File: config.mk
export PLATFORM = sky130hd
export DESIGN_NAME = aarm_cordic
export DESIGN_NICKNAME = d
export VERILOG_FILES = /design/src/rtl/aarm_pkg.sv /design/src/rtl/aarm_cordic.sv
export SDC_FILE = /design/constraint.sdc
export NUM_CORES = 2
export LEC_CHECK = 0
export BUFFER_PORTS_ARGS = -buffer_cell sky130_fd_sc_hd__buf_2
export CAP_MARGIN = 40
export CORE_MARGIN = 10
export CORE_UTILIZATION = 41
export CTS_CLUSTER_DIAMETER = 40
export CTS_CLUSTER_SIZE = 10
export DETAILED_ROUTE_END_ITERATION = 12
export PLACE_DENSITY = 0.61
export SYNTH_ARGS = -nofsm -noshare
export SYNTH_HDL_FRONTEND = slang
export SYNTH_SLANG_ARGS = --single-unit
export TNS_END_PERCENT = 100
File: constraint.sdc
create_clock -name clk -period 6.4 [get_ports clk]
set_input_delay 1.28 -clock clk [delete_from_list [all_inputs] [get_ports clk]]
set_output_delay 1.28 -clock clk [all_outputs]
set_load 0.03 [all_outputs]
File: src/rtl/aarm_pkg.sv
`default_nettype none
package aarm_pkg;

  localparam int AngleW = 18;
  localparam int AxisW = 16;
  localparam int EntryW = 16;
  localparam int TrigIterMax = 24;
  localparam int TRIG_ITERATIONS_DEF = 16;
  localparam int HalfTurnDeg = 180;
  localparam int UnitsPerDeg = 256;
  localparam int FullTurn = 2 * HalfTurnDeg * UnitsPerDeg;
  localparam int HalfTurn = HalfTurnDeg * UnitsPerDeg;
  localparam int QuarterTurn = HalfTurn / 2;
  localparam logic signed [17:0] RadPerUnitQ30 = 18'sd73204;
  localparam logic signed [33:0] CordicInvGain = 34'sd652032874;
  localparam logic signed [33:0] OneQ30 = 34'sd1073741824;
  localparam int EntryMax = 16384;

  // CORDIC working width: Q2.30 plus guard bits
  localparam int CW = 34;
  // square root operand: n2 (33 bits) << 28 = 61 bits, root 31 bits
  localparam int RootW = 31;
  // divider stages, one quotient bit each
  localparam int QuotW = 47;
  // unit vector component, Q2.30 magnitude below 2^31
  localparam int UnitW = 33;

  function automatic logic signed [CW-1:0] atan_q30(input int i);
    logic signed [CW-1:0] r;
    case (i)
      0: r = 34'sd843314857;
      1: r = 34'sd497837829;
      2: r = 34'sd263043837;
      3: r = 34'sd133525159;
      4: r = 34'sd67021687;
      5: r = 34'sd33543516;
      6: r = 34'sd16775851;
      7: r = 34'sd8388437;
      8: r = 34'sd4194283;
      9: r = 34'sd2097149;
      10: r = 34'sd1048575;
      11: r = 34'sd524288;
      12: r = 34'sd262144;
      13: r = 34'sd131072;
      14: r = 34'sd65536;
      15: r = 34'sd32768;
      16: r = 34'sd16384;
      17: r = 34'sd8192;
      18: r = 34'sd4096;
      19: r = 34'sd2048;
      20: r = 34'sd1024;
      21: r = 34'sd512;
      22: r = 34'sd256;
      23: r = 34'sd128;
      default: r = '0;
    endcase
    return r;
  endfunction

endpackage
`default_nettype wire

File: src/rtl/aarm_cordic.sv
`default_nettype none
module aarm_cordic
  import aarm_pkg::*;
#(
  parameter int ITERS = TRIG_ITERATIONS_DEF
) (
  input  wire logic                 clk,
  input  wire logic                 en,
  input  wire logic signed [CW-1:0] z_in,
  output logic signed [CW-1:0]      sin_out,
  output logic signed [CW-1:0]      cos_out
);
  // one register stage per micro-rotation; the first stage is the start value
  localparam int N = (ITERS > TrigIterMax) ? TrigIterMax : ITERS;

  logic signed [CW-1:0] x_r [N+1];
  logic signed [CW-1:0] y_r [N+1];
  logic signed [CW-1:0] z_r [N+1];

  always_ff @(posedge clk) begin
    if (en) begin
      x_r[0] <= CordicInvGain;
      y_r[0] <= '0;
      z_r[0] <= z_in;
    end
  end

  for (genvar i = 0; i < N; i++) begin : g_step
    always_ff @(posedge clk) begin
      if (en) begin
        if (!z_r[i][CW-1]) begin
          x_r[i+1] <= x_r[i] - (y_r[i] >>> i);
          y_r[i+1] <= y_r[i] + (x_r[i] >>> i);
          z_r[i+1] <= z_r[i] - atan_q30(i);
        end else begin
          x_r[i+1] <= x_r[i] + (y_r[i] >>> i);
          y_r[i+1] <= y_r[i] - (x_r[i] >>> i);
          z_r[i+1] <= z_r[i] + atan_q30(i);
        end
      end
    end
  end

  assign sin_out = y_r[N];
  assign cos_out = x_r[N];
endmodule
`default_nettype wire

==> metrics.md <==
| Metric | Value |
|---|---|
| RSZ-0062 raised after global routing | false |
| Ports | 104 |
| Vias in the first global route | 89200 |
| Netlist cell types | 88 |
| Worst-Margin Slew | 1.04 ns |
| Critical path class | reg2reg |
| Global Route Usage Sum | 18.9% |
| Die area | 315000 µm² |
| CTS clk-pin slew, worst paths | 0.05 ns |
| Worst setup path startpoint | x_r[5][13] |
| DP Cell Count | 16300 |
| DR vias | 93400 |
| Clk Latency, worst-skew pair | 0.88 ns |
| CTS Buf Count | 281 |
| Area share of the largest cell type after synthesis | 36.1% |
| Core area | 291000 µm² |
| Post-DR wirelength/cell | 18.5 µm |
| Crit path required time | 6.92 ns |
| Most common cell after layout, fill and taps aside | edfxtp_1 |
| Final setup vio count | 0 |
| Mean Syn Cell Area | 9.73 µm² |
| Tmin final | 5.56 ns |
| Reg-to-Reg Start | x_r[5][13] |
| Yosys warnings | 0 |
| Synth area leaders | edfxtp_1 36%, ha_1 14%, xnor2_1 8.9%, a21oi_1 5.3%, xor2_1 4.4% |
| Maxcap violations | 0 |
| Max_slew headroom | 30.9% |
| CTS hold repair buffers | 0 |
| End of the worst register-to-register path | y_r[6][32] |
| Hold crit path type | reg2reg |
| Drt total wl | 310000 µm |
| Number of synthesized flops with an enable pin | 1442 |
| Global-route wire length before repair | 492000 µm |
| Asr flop ratio synth | 0% |
| Core Util, Final | 46.4% |
| Layout overhead on the synthesized area | 12.6% |
| FF-to-FF setup slack | 0.84 ns |
| Most frequent cells in the layout | 1442 x edfxtp_1, 1364 x ha_1, 1265 x a21oi_1 |
| H-tree levels | 5 |
| Die H | 561 µm |
| Setup ws final | 0.838 ns |
| DR pass1 iterations | 8 |
| Final TNS setup | 0 ns |
| CP endpoint | y_r[6][32] |
| Setup Skew | 0.0758 ns |
| DR vias/cell | 5.56 |
| WP data arrival | 6.09 ns |
| Largest net degree at the start of global routing | 173 |
| Hold Path Depth | 0 |
| CTS resizes | 0 |
| Reg2reg path depth | 21 |
| Post-DP HPWL | 244000 µm |
| Post-route ant nets | 0 |
| GR Overflow Total | 0 |
| CTS tree | built |
| Crit-path max FO | 6 |
| Fillers | 27300 |
| Initial antenna violation count | 3 |
| Final Max Slew Viols | 0 |
| Startpoint Class | flip-flop |
| Gate Count Post-Synth | 12300 |
| FP Rows | 198 |
| Clk buf depth | 4 |
| Post-Syn Area | 120000 µm² |
| Crit share post-route | 86.9% |
| Post-CTS Setup Repair Bufs | 0 |
| Die width | 561 µm |
| Root buffer cell | clkbuf_16 |
| Synth Register Bits | 1442 |
| Seq/Total Area, Yosys | 36.1% |
| Layout Nets | 14100 |
| Layout cells sized above 1 | 6.52% |
| Iter 0 DRT Violations | 6595 |
| Status | finished, final reports clean |
| Highest clock rate | 180 MHz |
| Worst slack, placed | 0.398 ns |
| Leading area contributor after synthesis | edfxtp_1 |
| Post-synth top flop | edfxtp_1 |
| Input/output buffers | 103 |
| Final Hold Viols | 0 |
| CP endpoint kind | flip-flop |
| Starting Density | 41.2% |
| Post-Syn Nets | 13800 |
| Filler-free cell count of the finished design | 16800 |
| Gpl congestion | 0.904 |
| Clock sink total | 1442 |
| DRC Markers | 0 |
[layout make-up]
class / instances / area [µm²] / area share [%]
clock inverters: 186 / 1990 / 1.47
flip-flops and latches: 1442 / 43300 / 32.1
clock buffers: 309 / 7180 / 5.31
multi-input cells: 10200 / 74100 / 54.9
well taps: 3900 / 4880 / 3.61
diodes: 4 / 10.0 / 0.00741
inverters: 503 / 1890 / 1.40
repair buffers: 238 / 1690 / 1.25
[state kept, by name (all words and copies together), names as in the netlist]
signal / flops
x_r: 484
y_r: 511
z_r: 447
[cells by family after synthesis]
| group | after synthesis | synth area share (%) |
|---|---|---|
| compound gates | 3798 | 20.2 |
| xor+xnor | 1830 | 13.4 |
| fa+ha+maj | 1407 | 14.9 |
| buf+inv | 684 | 2.14 |
| flops | 1442 | 36.1 |
| mux | 107 | 0.934 |
| simple gates | 3069 | 12.4 |
[through the flow]
step	hold slack (ns)	instance area, µm²
2_1_floorplan	0.400	120000
3_3_place_gp	0.403	126000
3_5_place_dp	0.410	126000
4_1_cts	0.424	135000
5_1_grt	0.446	135000
6_report	0.421	135000
[synthesized netlist by cell type, drive strengths merged (43+ instances only)]
| cell | instances |
|---|---|
| nor3 | 272 |
| nor2 | 935 |
| nand3 | 206 |
| fa | 43 |
| or2 | 55 |
| a21oi | 1265 |
| o211ai | 55 |
| xor2 | 604 |
| o21a | 184 |
| mux2i | 67 |
| edfxtp | 1442 |
| or3 | 95 |
| and3 | 107 |
| nand2b | 219 |
| nand2 | 678 |
| a211oi | 131 |
| inv | 495 |
| nor2b | 157 |
| a31oi | 120 |
| ha | 1364 |
| clkbuf | 145 |
| and2 | 68 |
| xnor2 | 1225 |
| o21ai | 654 |
| nand4 | 70 |
| nor4 | 75 |
| o21bai | 148 |
| o31ai | 144 |
| o41ai | 44 |
| a21o | 642 |
[critical path, cell delays in order, from the launching register on]
cell and delay (ns):
edfxtp_1 0.48, nor3_1 0.35, nand2_1 0.15, nor4_1 0.30
nand2b_1 0.12, nor2_1 0.13, nand2_1 0.09, nor4_1 0.19
buf_4 0.22, nor2_1 0.07, xnor2_1 0.14, ha_1 0.38
nand3_1 0.20, or2_2 0.38, a2111oi_0 0.53, buf_4 0.24
nor2_1 0.06, o21ai_0 0.42, a41oi_1 0.24, nor3b_1 0.21
o31ai_1 0.26, xor2_1 0.11
[per-layer routing]
metal | up-vias | part of all wire, % | wire [µm] | track usage (%)
met4 | 0 | 2.4 | 7310 | 4.48
met2 | 2035 | 46 | 143000 | 31.4
li1 | 46800 | - | - | -
met3 | 426 | 4.7 | 14500 | 2.33
met5 | - | 0 | 0 | 0
met1 | 44100 | 47 | 146000 | 26.1
[how the worst min path moves through the flow]
stage | slack (ns) | startpoint | to
after floorplan | 0.40 | z_r[11][16] | z_r[12][16]
after global placement | 0.40 | z_r[12][16] | z_r[13][16]
after detailed placement | 0.41 | z_r[11][17] | z_r[12][17]
after CTS | 0.42 | z_r[11][17] | z_r[12][17]
after global routing | 0.45 | z_r[11][16] | z_r[12][16]
final | 0.42 | z_r[11][17] | z_r[12][17]
Power is not shown: default switching activity piles up to over one toggle a cycle in this logic, so the estimate is an artifact.
